## src/nnot_pkg.sv

```systemverilog
// Shared types and constants for the nearest-neighbor object tracker.
package nnot_pkg;

  localparam int MaxObjects = 16;
  localparam int IdxW       = (MaxObjects > 1) ? $clog2(MaxObjects) : 1;
  localparam int CntW       = $clog2(MaxObjects + 1);
  localparam int LiveW      = $clog2(MaxObjects + 1);

  typedef logic [IdxW-1:0] idx_t;

  typedef struct packed {
    logic        valid;
    logic        found;
    logic [15:0] x;
    logic [15:0] y;
    logic [31:0] id;
    logic [7:0]  missing;
  } slot_t;

  typedef enum logic [2:0] {
    KIND_MATCH   = 3'd0,
    KIND_NEW     = 3'd1,
    KIND_DROPPED = 3'd2,
    KIND_KEPT    = 3'd3,
    KIND_REMOVED = 3'd4,
    KIND_DONE    = 3'd5
  } kind_t;

  localparam logic CFG_MAX_DISTANCE = 1'b0;
  localparam logic CFG_MAX_MISSING  = 1'b1;

  // ring control from the sequencer to the cell chain
  typedef struct packed {
    logic  shift;
    logic  load;
    idx_t  load_idx;
    slot_t load_data;
    slot_t tail_data;
  } ring_ctl_t;

endpackage

```

## src/nearest_neighbour_object_tracker.sv

```systemverilog
// Top level: greedy nearest-neighbor object tracker built as a ring of slot cells.
// Input channel (in_valid/in_ready): one request per keypoint (in_action = 0,
// position in 12.4 fixed point) or per end of frame (in_action = 1).
// Output channel (out_valid/out_ready): a keypoint gives one result; an end of
// frame gives one result per live object in slot order, then a frame-done
// result. out_last marks the final result of each request.
// The table is a ring of 16 cells that rotates one slot per cycle, while a scan
// or count runs or a report is not stalled, past a single head position where
// the sequencer looks at it. Keypoint: one full rotation computing squared
// distances through a registered multiplier stage, then a drain state and a
// decide state, which registers the result once the output register is free.
// End of frame: one rotation counting the survivors (for out_live_count), one
// rotation reporting and aging the objects, then the frame-done result. One
// request is worked on at a time; in_ready is high only while idle, and a
// request is taken even while the last result still waits in the output
// register. A stalled receiver holds the output register and the decide or done
// state; in a report it also freezes the ring until the result is taken.
// Reset (rst_n low, synchronous) clears all valid and found marks, the next
// object ID, the live count, and sets max_distance = 320, max_missing = 5.
// cfg_we writes register cfg_index (0 max_distance, 1 max_missing) at once.
module nearest_neighbour_object_tracker import nnot_pkg::*; (
  input  logic             clk,
  input  logic             rst_n,
  input  logic             in_valid,
  output logic             in_ready,
  input  logic             in_action,
  input  logic [15:0]      in_position_x,
  input  logic [15:0]      in_position_y,
  output logic             out_valid,
  input  logic             out_ready,
  output logic [2:0]       out_kind,
  output logic [31:0]      out_object_id,
  output logic [15:0]      out_object_x,
  output logic [15:0]      out_object_y,
  output logic [LiveW-1:0] out_live_count,
  output logic             out_last,
  input  logic             cfg_we,
  input  logic             cfg_index,
  input  logic [15:0]      cfg_wdata
);

  slot_t     cell_q [MaxObjects];
  ring_ctl_t ring;

  // cell 0 is the head; data moves toward it, the head wraps to the tail
  for (genvar i = 0; i < MaxObjects; i++) begin : g_cell
    slot_t shift_in;
    if (i == MaxObjects - 1) begin : g_tail
      assign shift_in = ring.tail_data;
    end else begin : g_mid
      assign shift_in = cell_q[i+1];
    end
    nnot_cell u_cell (
      .clk       (clk),
      .rst_n     (rst_n),
      .shift     (ring.shift),
      .load      (ring.load && (ring.load_idx == IdxW'(i))),
      .shift_in  (shift_in),
      .load_data (ring.load_data),
      .q         (cell_q[i])
    );
  end

  nnot_ctrl u_ctrl (
    .clk            (clk),
    .rst_n          (rst_n),
    .in_valid       (in_valid),
    .in_ready       (in_ready),
    .in_action      (in_action),
    .in_position_x  (in_position_x),
    .in_position_y  (in_position_y),
    .out_valid      (out_valid),
    .out_ready      (out_ready),
    .out_kind       (out_kind),
    .out_object_id  (out_object_id),
    .out_object_x   (out_object_x),
    .out_object_y   (out_object_y),
    .out_live_count (out_live_count),
    .out_last       (out_last),
    .cfg_we         (cfg_we),
    .cfg_index      (cfg_index),
    .cfg_wdata      (cfg_wdata),
    .head           (cell_q[0]),
    .ring           (ring)
  );

endmodule

```

## src/nnot_cell.sv

```systemverilog
// One table cell of the ring: holds a slot, shifts toward the head or loads.
module nnot_cell import nnot_pkg::*; (
  input  logic  clk,
  input  logic  rst_n,
  input  logic  shift,
  input  logic  load,
  input  slot_t shift_in,
  input  slot_t load_data,
  output slot_t q
);

  slot_t slot_r;

  always_ff @(posedge clk) begin
    if (!rst_n) begin
      slot_r.valid <= 1'b0;
      slot_r.found <= 1'b0;
    end else if (load) begin
      slot_r <= load_data;
    end else if (shift) begin
      slot_r <= shift_in;
    end
  end

  assign q = slot_r;

endmodule

```

## src/nnot_ctrl.sv

```systemverilog
// Sequencer: scans the ring head, picks matches, ages objects, drives results.
module nnot_ctrl import nnot_pkg::*; (
  input  logic             clk,
  input  logic             rst_n,
  input  logic             in_valid,
  output logic             in_ready,
  input  logic             in_action,
  input  logic [15:0]      in_position_x,
  input  logic [15:0]      in_position_y,
  output logic             out_valid,
  input  logic             out_ready,
  output logic [2:0]       out_kind,
  output logic [31:0]      out_object_id,
  output logic [15:0]      out_object_x,
  output logic [15:0]      out_object_y,
  output logic [LiveW-1:0] out_live_count,
  output logic             out_last,
  input  logic             cfg_we,
  input  logic             cfg_index,
  input  logic [15:0]      cfg_wdata,
  input  slot_t            head,
  output ring_ctl_t        ring
);

  typedef enum logic [6:0] {
    ST_IDLE   = 7'b0000001,
    ST_SCAN   = 7'b0000010,
    ST_DRAIN  = 7'b0000100,
    ST_DECIDE = 7'b0001000,
    ST_COUNT  = 7'b0010000,
    ST_REPORT = 7'b0100000,
    ST_DONE   = 7'b1000000
  } state_t;

  state_t            state_r, state_nxt;
  logic [CntW-1:0]   cnt_r;
  logic [15:0]       px_r, py_r;
  logic [15:0]       md_r;
  logic [7:0]        mm_r;
  logic [31:0]       mdsq_r;
  // distance stage
  logic              p_go_r, p_elig_r;
  logic [31:0]       p_id_r;
  idx_t              p_idx_r;
  logic [31:0]       sqx_r, sqy_r;
  // best candidate / free slot
  logic              best_ok_r;
  logic [32:0]       best_d_r;
  logic [31:0]       best_id_r;
  idx_t              best_idx_r;
  logic              free_ok_r;
  idx_t              free_idx_r;
  logic [31:0]       next_id_r;
  logic [LiveW-1:0]  live_r, surv_r;
  // output register
  logic              out_valid_r;
  logic [2:0]        out_kind_r;
  logic [31:0]       out_id_r;
  logic [15:0]       out_x_r, out_y_r;
  logic [LiveW-1:0]  out_live_r;
  logic              out_last_r;

  logic              accept, can_emit, last_step;
  idx_t              head_idx;
  logic [15:0]       dx, dy;
  logic [32:0]       d_sum;
  logic              better, is_match;
  logic [7:0]        miss_inc;
  logic              removed, survive, rep_stall;
  slot_t             wb;
  logic              emit;
  kind_t             e_kind;
  logic [31:0]       e_id;
  logic [15:0]       e_x, e_y;
  logic [LiveW-1:0]  e_live;
  logic              e_last;

  assign in_ready  = (state_r == ST_IDLE);
  assign accept    = in_valid && in_ready;
  assign can_emit  = !out_valid_r || out_ready;
  assign head_idx  = cnt_r[IdxW-1:0];
  assign last_step = (cnt_r == CntW'(MaxObjects - 1));

  assign dx = (px_r >= head.x) ? (px_r - head.x) : (head.x - px_r);
  assign dy = (py_r >= head.y) ? (py_r - head.y) : (head.y - py_r);
  assign d_sum = {1'b0, sqx_r} + {1'b0, sqy_r};
  assign better = !best_ok_r || (d_sum < best_d_r) ||
                  ((d_sum == best_d_r) && (p_id_r < best_id_r));
  assign is_match = best_ok_r && (best_d_r <= {1'b0, mdsq_r});

  // aging of the head slot at end of frame
  assign miss_inc = (head.missing != 8'hFF) ? (head.missing + 8'd1) : head.missing;
  assign removed  = head.valid && !head.found && (miss_inc >= mm_r);
  assign survive  = head.valid && !removed;
  assign rep_stall = head.valid && !can_emit;

  always_comb begin
    wb = head;
    wb.found = 1'b0;
    if (head.valid && !head.found) begin
      wb.missing = miss_inc;
    end
    if (removed) begin
      wb.valid = 1'b0;
    end
  end

  // ring control
  always_comb begin
    ring.shift     = (state_r == ST_SCAN) || (state_r == ST_COUNT) ||
                     ((state_r == ST_REPORT) && !rep_stall);
    ring.tail_data = (state_r == ST_REPORT) ? wb : head;
    ring.load      = 1'b0;
    ring.load_idx  = free_idx_r;
    ring.load_data.valid   = 1'b1;
    ring.load_data.found   = 1'b1;
    ring.load_data.x       = px_r;
    ring.load_data.y       = py_r;
    ring.load_data.id      = next_id_r;
    ring.load_data.missing = 8'd0;
    if ((state_r == ST_DECIDE) && can_emit) begin
      if (is_match) begin
        ring.load         = 1'b1;
        ring.load_idx     = best_idx_r;
        ring.load_data.id = best_id_r;
      end else if (free_ok_r) begin
        ring.load = 1'b1;
      end
    end
  end

  // result selection and next state
  always_comb begin
    state_nxt = state_r;
    emit   = 1'b0;
    e_kind = KIND_DONE;
    e_id   = 32'd0;
    e_x    = 16'd0;
    e_y    = 16'd0;
    e_live = live_r;
    e_last = 1'b0;
    unique case (state_r)
      ST_IDLE: begin
        if (accept) begin
          state_nxt = in_action ? ST_COUNT : ST_SCAN;
        end
      end
      ST_SCAN: begin
        if (last_step) begin
          state_nxt = ST_DRAIN;
        end
      end
      ST_DRAIN: begin
        state_nxt = ST_DECIDE;
      end
      ST_DECIDE: begin
        e_x    = px_r;
        e_y    = py_r;
        e_last = 1'b1;
        if (is_match) begin
          e_kind = KIND_MATCH;
          e_id   = best_id_r;
        end else if (free_ok_r) begin
          e_kind = KIND_NEW;
          e_id   = next_id_r;
          e_live = live_r + LiveW'(1);
        end else begin
          e_kind = KIND_DROPPED;
        end
        if (can_emit) begin
          emit      = 1'b1;
          state_nxt = ST_IDLE;
        end
      end
      ST_COUNT: begin
        if (last_step) begin
          state_nxt = ST_REPORT;
        end
      end
      ST_REPORT: begin
        e_kind = removed ? KIND_REMOVED : KIND_KEPT;
        e_id   = head.id;
        e_x    = head.x;
        e_y    = head.y;
        emit   = head.valid && can_emit;
        if (!rep_stall && last_step) begin
          state_nxt = ST_DONE;
        end
      end
      ST_DONE: begin
        e_kind = KIND_DONE;
        e_last = 1'b1;
        if (can_emit) begin
          emit      = 1'b1;
          state_nxt = ST_IDLE;
        end
      end
      default: begin
        state_nxt = ST_IDLE;
      end
    endcase
  end

  always_ff @(posedge clk) begin
    if (!rst_n) begin
      state_r     <= ST_IDLE;
      md_r        <= 16'd320;
      mm_r        <= 8'd5;
      next_id_r   <= 32'd0;
      live_r      <= '0;
      out_valid_r <= 1'b0;
      p_go_r      <= 1'b0;
    end else begin
      state_r <= state_nxt;
      if (cfg_we) begin
        unique case (cfg_index)
          CFG_MAX_DISTANCE: md_r <= cfg_wdata;
          CFG_MAX_MISSING:  mm_r <= cfg_wdata[7:0];
          default: ;
        endcase
      end
      p_go_r <= (state_r == ST_SCAN);
      if (emit) begin
        out_valid_r <= 1'b1;
      end else if (out_ready) begin
        out_valid_r <= 1'b0;
      end
      if ((state_r == ST_DECIDE) && can_emit && !is_match && free_ok_r) begin
        next_id_r <= next_id_r + 32'd1;
        live_r    <= live_r + LiveW'(1);
      end
      if ((state_r == ST_COUNT) && last_step) begin
        live_r <= surv_r + LiveW'(survive);
      end
    end
  end

  // datapath registers
  always_ff @(posedge clk) begin
    mdsq_r <= md_r * md_r;
    if (accept) begin
      px_r      <= in_position_x;
      py_r      <= in_position_y;
      cnt_r     <= '0;
      best_ok_r <= 1'b0;
      free_ok_r <= 1'b0;
      surv_r    <= '0;
    end
    if (state_r == ST_SCAN) begin
      cnt_r    <= last_step ? '0 : cnt_r + CntW'(1);
      p_elig_r <= head.valid && !head.found;
      p_id_r   <= head.id;
      p_idx_r  <= head_idx;
      sqx_r    <= dx * dx;
      sqy_r    <= dy * dy;
      if (!head.valid && !free_ok_r) begin
        free_ok_r  <= 1'b1;
        free_idx_r <= head_idx;
      end
    end
    if (p_go_r && p_elig_r && better) begin
      best_ok_r  <= 1'b1;
      best_d_r   <= d_sum;
      best_id_r  <= p_id_r;
      best_idx_r <= p_idx_r;
    end
    if (state_r == ST_COUNT) begin
      cnt_r  <= last_step ? '0 : cnt_r + CntW'(1);
      surv_r <= surv_r + LiveW'(survive);
    end
    if ((state_r == ST_REPORT) && !rep_stall) begin
      cnt_r <= cnt_r + CntW'(1);
    end
    if (emit) begin
      out_kind_r <= e_kind;
      out_id_r   <= e_id;
      out_x_r    <= e_x;
      out_y_r    <= e_y;
      out_live_r <= e_live;
      out_last_r <= e_last;
    end
  end

  assign out_valid      = out_valid_r;
  assign out_kind       = out_kind_r;
  assign out_object_id  = out_id_r;
  assign out_object_x   = out_x_r;
  assign out_object_y   = out_y_r;
  assign out_live_count = out_live_r;
  assign out_last       = out_last_r;

endmodule
```

## config.mk

```make
export PLATFORM = sky130hd
export DESIGN_NAME = nearest_neighbour_object_tracker
export DESIGN_NICKNAME = d
export VERILOG_FILES = /design/src/nnot_pkg.sv /design/src/nearest_neighbour_object_tracker.sv /design/src/nnot_cell.sv /design/src/nnot_ctrl.sv
export SDC_FILE = /design/constraint.sdc
export NUM_CORES = 2
export LEC_CHECK = 0
export BUFFER_PORTS_ARGS = -buffer_cell sky130_fd_sc_hd__clkbuf_2
export CORE_MARGIN = 1
export CORE_UTILIZATION = 45
export DETAILED_ROUTE_END_ITERATION = 10
export GPL_ROUTABILITY_DRIVEN = 0
export SLEW_MARGIN = 10
export SYNTH_ARGS = -nofsm -noshare
export SYNTH_HDL_FRONTEND = slang
export SYNTH_SLANG_ARGS = --single-unit
export TNS_END_PERCENT = 30
```

## constraint.sdc

```tcl
create_clock -name clk -period 27.5 [get_ports clk]
set_input_delay 1.375 -clock clk [delete_from_list [all_inputs] [get_ports clk]]
set_output_delay 1.375 -clock clk [all_outputs]
set_load 0.01 [all_outputs]
```

==> impl_metrics.ini <==
[floorplanning]
die-area_um2 = 205000
num_io_pins = 130
initial_utilization = 0.453
dieWidth_um = 453
die-height_um = 453
fp.coreArea_um2 = 202000
floorplan.rows = 165

[route]
detail_route.wl_per_cell_um = 23.9
drt_drc_violations_left = 0
residual_antenna_violating_net_count_after_detailed_routing = 0
initialDrtViolationCount = 5035
drt_pass1_iterations = 9
post_drt_via_cell_ratio = 5.56
detailroute.via_count = 56000
routed_wl_um = 241000

[yosys]
synth_area_um2 = 91400
synth_sequential_area_ratio = 0.502
synth_fp_nets = 8189
synth_enable_flop_cells = 1439
synthesis.area_per_instance_um2 = 12.8
yosysWarningCount = 0
cell_count_after_synthesis = 7143
asyncSetResetFlopFracSynth = 0
synth.ff_latch_count = 1574
synth_cell_type_count = 82
synth_ff_type = sky130_fd_sc_hd__edfxtp_1

[global_routing]
groute.usage.overall = 0.236
maximum_number_of_pins_on_one_net_before_global_route_repair = 68
grt_pass1_wl_um = 362000
grt_pass1_vias = 57100
grt_antenna_before_repair = 5
global_route_congestion_overflow_total = 0

[cells_and_area]
mostFrequentLayoutCells = 1439 x sky130_fd_sc_hd__edfxtp_1, 911 x sky130_fd_sc_hd__inv_1, 849 x sky130_fd_sc_hd__mux2_2, 499 x sky130_fd_sc_hd__ha_1, 492 x sky130_fd_sc_hd__fa_1
most_common_cell_after_layout_fill_and_taps_aside = sky130_fd_sc_hd__edfxtp_1
stdcell_area_um2 = 101000
n_fill_cell = 17500
fin_cells = 10100
drive_gt1_frac = 0.197
p_r_area_growth_vs_syn_pct = 10.5
nNetsFinal = 8302

[critical_path]
crit_family = adder cells
worstSetupEndpoint = u_ctrl.sqx_r[25]$_DFFE_PP_
timing.critical_path.depth = 30
crit_path_start_kind = flip-flop
timing.rr.start = u_ctrl.px_r[0]$_DFFE_PP_
path_common_cell = sky130_fd_sc_hd__fa_1
worstSetupEndpointType = flip-flop
timing.reg2reg.setup_slack_ns = 16.71
slowest_delay_ns = 0.90
worstPathBufferInverterCount = 5
crit_path_max_fanout = 20
critical_path.slowest_cell = sky130_fd_sc_hd__ha_1
worst_r2r_dst = u_ctrl.sqx_r[25]$_DFFE_PP_
crit_path_start = u_ctrl.px_r[0]$_DFFE_PP_
type_of_the_worst_setup_path = flip-flop to flip-flop
worst-r2r-cell-count = 30
critical_path_arrival_ns = 11.29
required_ns = 28.00

[timing]
fin_worst_skew_ns = 0.0699
fin_setup_tns_ns = 0
slew-limit-headroom = 0.131
fmax_ghz = 0.0927
final.period_utilization = 0.392
count_of_endpoints_failing_setup_in_the_final_report = 0
hold_viol = 0
max_slew.worst_pin.slew_ns = 1.27
max_slew_vio_count = 0
final_period_minus_worst_setup_slack_ns = 10.79
grt_setup_unrepaired = false

[clock_network]
clock_sinks = 1574
tritoncts = yes
cts_setup_buffers = 0
htreeDepth = 4
clk_root_buffer_cell = sky130_fd_sc_hd__clkbuf_16
cts_repair_resize_count = 0
cts_made_buffers = 171
post_cts_hold_buffer_count = 0
cts.reportedPaths.clkPinSlew_ns = 0.06
clock_buffer_depth = 3
clk-insertion-delay-late_ns = 0.84

[placement]
place.detailed.instances = 9755
total_of_buffers_placed_on_input_and_output_ports = 129
total_placed_instance_area_um2 = 95500
hpwl_um = 157000

[worst_hold_path]
class_of_the_most_critical_hold_timing_path = flip-flop to flip-flop
hold-path-cell-count = 0

[status]
outcome = finished, final reports clean

[flow_run]
cap_violations = 0
registers in the layout (all words and copies together), names as in the netlist, 5 cells and up:
| name | count |
|---|---|
| u_ctrl.best_id_r | 32 |
| u_ctrl.out_object_x | 16 |
| u_ctrl.mdsq_r | 31 |
| u_ctrl.py_r | 16 |
| u_ctrl.live_r | 5 |
| u_ctrl.surv_r | 5 |
| u_ctrl.next_id_r | 32 |
| u_ctrl.mm_r | 8 |
| u_ctrl.sqx_r | 31 |
| u_ctrl.out_object_y | 16 |
| u_ctrl.state_r | 7 |
| u_ctrl.p_id_r | 32 |
| u_ctrl.sqy_r | 31 |
| u_ctrl.out_object_id | 32 |
| u_ctrl.out_live_count | 5 |
| g_cell.u_cell.q | 1184 |
| u_ctrl.px_r | 16 |
| u_ctrl.cnt_r | 5 |
| u_ctrl.best_d_r | 33 |
| u_ctrl.md_r | 16 |
final cells by class:
type / instances / area, um2 / area share
Antenna cell: 1 / 2.50 / 0.0000248
Clock buffer: 211 / 4450 / 0.0441
Clock inverter: 103 / 1060 / 0.0105
Inverter: 927 / 3480 / 0.0345
Multi-Input combinational cell: 4304 / 41000 / 0.406
Sequential cell: 1574 / 45900 / 0.455
Tap cell: 2672 / 3340 / 0.0331
Timing Repair Buffer: 278 / 1760 / 0.0175
cell usage after synthesis, types with 29 or more instances:
| cell type | n | share of area |
|---|---|---|
| sky130_fd_sc_hd__a21o_1 | 102 | 0.0084 |
| sky130_fd_sc_hd__a21oi_1 | 234 | 0.013 |
| sky130_fd_sc_hd__a222oi_1 | 32 | 0.0035 |
| sky130_fd_sc_hd__a31oi_1 | 40 | 0.0027 |
| sky130_fd_sc_hd__and2_1 | 184 | 0.013 |
| sky130_fd_sc_hd__buf_2 | 86 | 0.0047 |
| sky130_fd_sc_hd__clkbuf_1 | 221 | 0.0091 |
| sky130_fd_sc_hd__dfxtp_1 | 135 | 0.030 |
| sky130_fd_sc_hd__edfxtp_1 | 1439 | 0.47 |
| sky130_fd_sc_hd__fa_1 | 492 | 0.11 |
| sky130_fd_sc_hd__ha_1 | 499 | 0.068 |
| sky130_fd_sc_hd__inv_1 | 912 | 0.037 |
| sky130_fd_sc_hd__mux2_1 | 154 | 0.019 |
| sky130_fd_sc_hd__mux2_2 | 849 | 0.10 |
| sky130_fd_sc_hd__mux2i_1 | 31 | 0.0034 |
| sky130_fd_sc_hd__nand2_1 | 454 | 0.019 |
| sky130_fd_sc_hd__nand2b_1 | 77 | 0.0053 |
| sky130_fd_sc_hd__nand3_1 | 90 | 0.0049 |
| sky130_fd_sc_hd__nand4_1 | 43 | 0.0029 |
| sky130_fd_sc_hd__nor2_1 | 291 | 0.012 |
| sky130_fd_sc_hd__nor2b_1 | 38 | 0.0026 |
| sky130_fd_sc_hd__nor3_1 | 47 | 0.0026 |
| sky130_fd_sc_hd__o21a_1 | 29 | 0.0024 |
| sky130_fd_sc_hd__o21ai_0 | 143 | 0.0078 |
| sky130_fd_sc_hd__o21bai_1 | 29 | 0.0024 |
| sky130_fd_sc_hd__o22ai_1 | 35 | 0.0024 |
| sky130_fd_sc_hd__xnor2_1 | 126 | 0.012 |
| sky130_fd_sc_hd__xor2_1 | 57 | 0.0055 |
logic make-up (layout without fill, tap and decap cells):
kind of cell | after synthesis | after routing | share of synthesized area
flip-flops | 1574 | 1574 | 0.502
AND/OR/NAND/NOR | 1325 | 1325 | 0.0691
buffers and inverters | 1265 | 1519 | 0.0536
multiplexers | 1035 | 1035 | 0.127
adder cells (fa/ha/maj) | 991 | 991 | 0.176
AO/OA/AOI/OAI | 767 | 767 | 0.0535
XOR/XNOR | 186 | 186 | 0.0182
other | 0 | 1 | 0
per-stage QoR:
step | setup WS [ns] | utilization | hold slack, ns
CTS | 16.91 | 0.500 | 0.419
finish | 16.71 | 0.500 | 0.419
global placement | 17.16 | 0.473 | 0.404
detailed placement | 16.98 | 0.473 | 0.406
floorplan | 14.39 | - | 0.398
global route | 16.24 | 0.500 | 0.427
metal layers:
metal,vias up,GRT usage,wire (um)
met5,-,0,23
met4,4,0.0785,8320
met3,415,0.0337,13900
met2,1779,0.383,113000
met1,28600,0.324,106000
li1,25200,-,-
how the worst min path moves through the flow:
stage / startpoint / end / slack [ns]
after detailed placement: u_ctrl.p_idx_r[3]$_DFFE_PP_ / u_ctrl.best_idx_r[3]$_DFFE_PP_ / 0.41
after CTS: u_ctrl.p_idx_r[3]$_DFFE_PP_ / u_ctrl.best_idx_r[3]$_DFFE_PP_ / 0.42
final: u_ctrl.p_idx_r[1]$_DFFE_PP_ / u_ctrl.best_idx_r[1]$_DFFE_PP_ / 0.42
after global routing: u_ctrl.p_idx_r[2]$_DFFE_PP_ / u_ctrl.best_idx_r[2]$_DFFE_PP_ / 0.43
after floorplan: u_ctrl.md_r[0]$_SDFFE_PN0P_ / u_ctrl.mdsq_r[0]$_DFF_P_ / 0.40
after global placement: u_ctrl.p_idx_r[0]$_DFFE_PP_ / u_ctrl.best_idx_r[0]$_DFFE_PP_ / 0.40
Power is not shown: default switching activity piles up to over one toggle a cycle in this logic, so the estimate is an artifact.
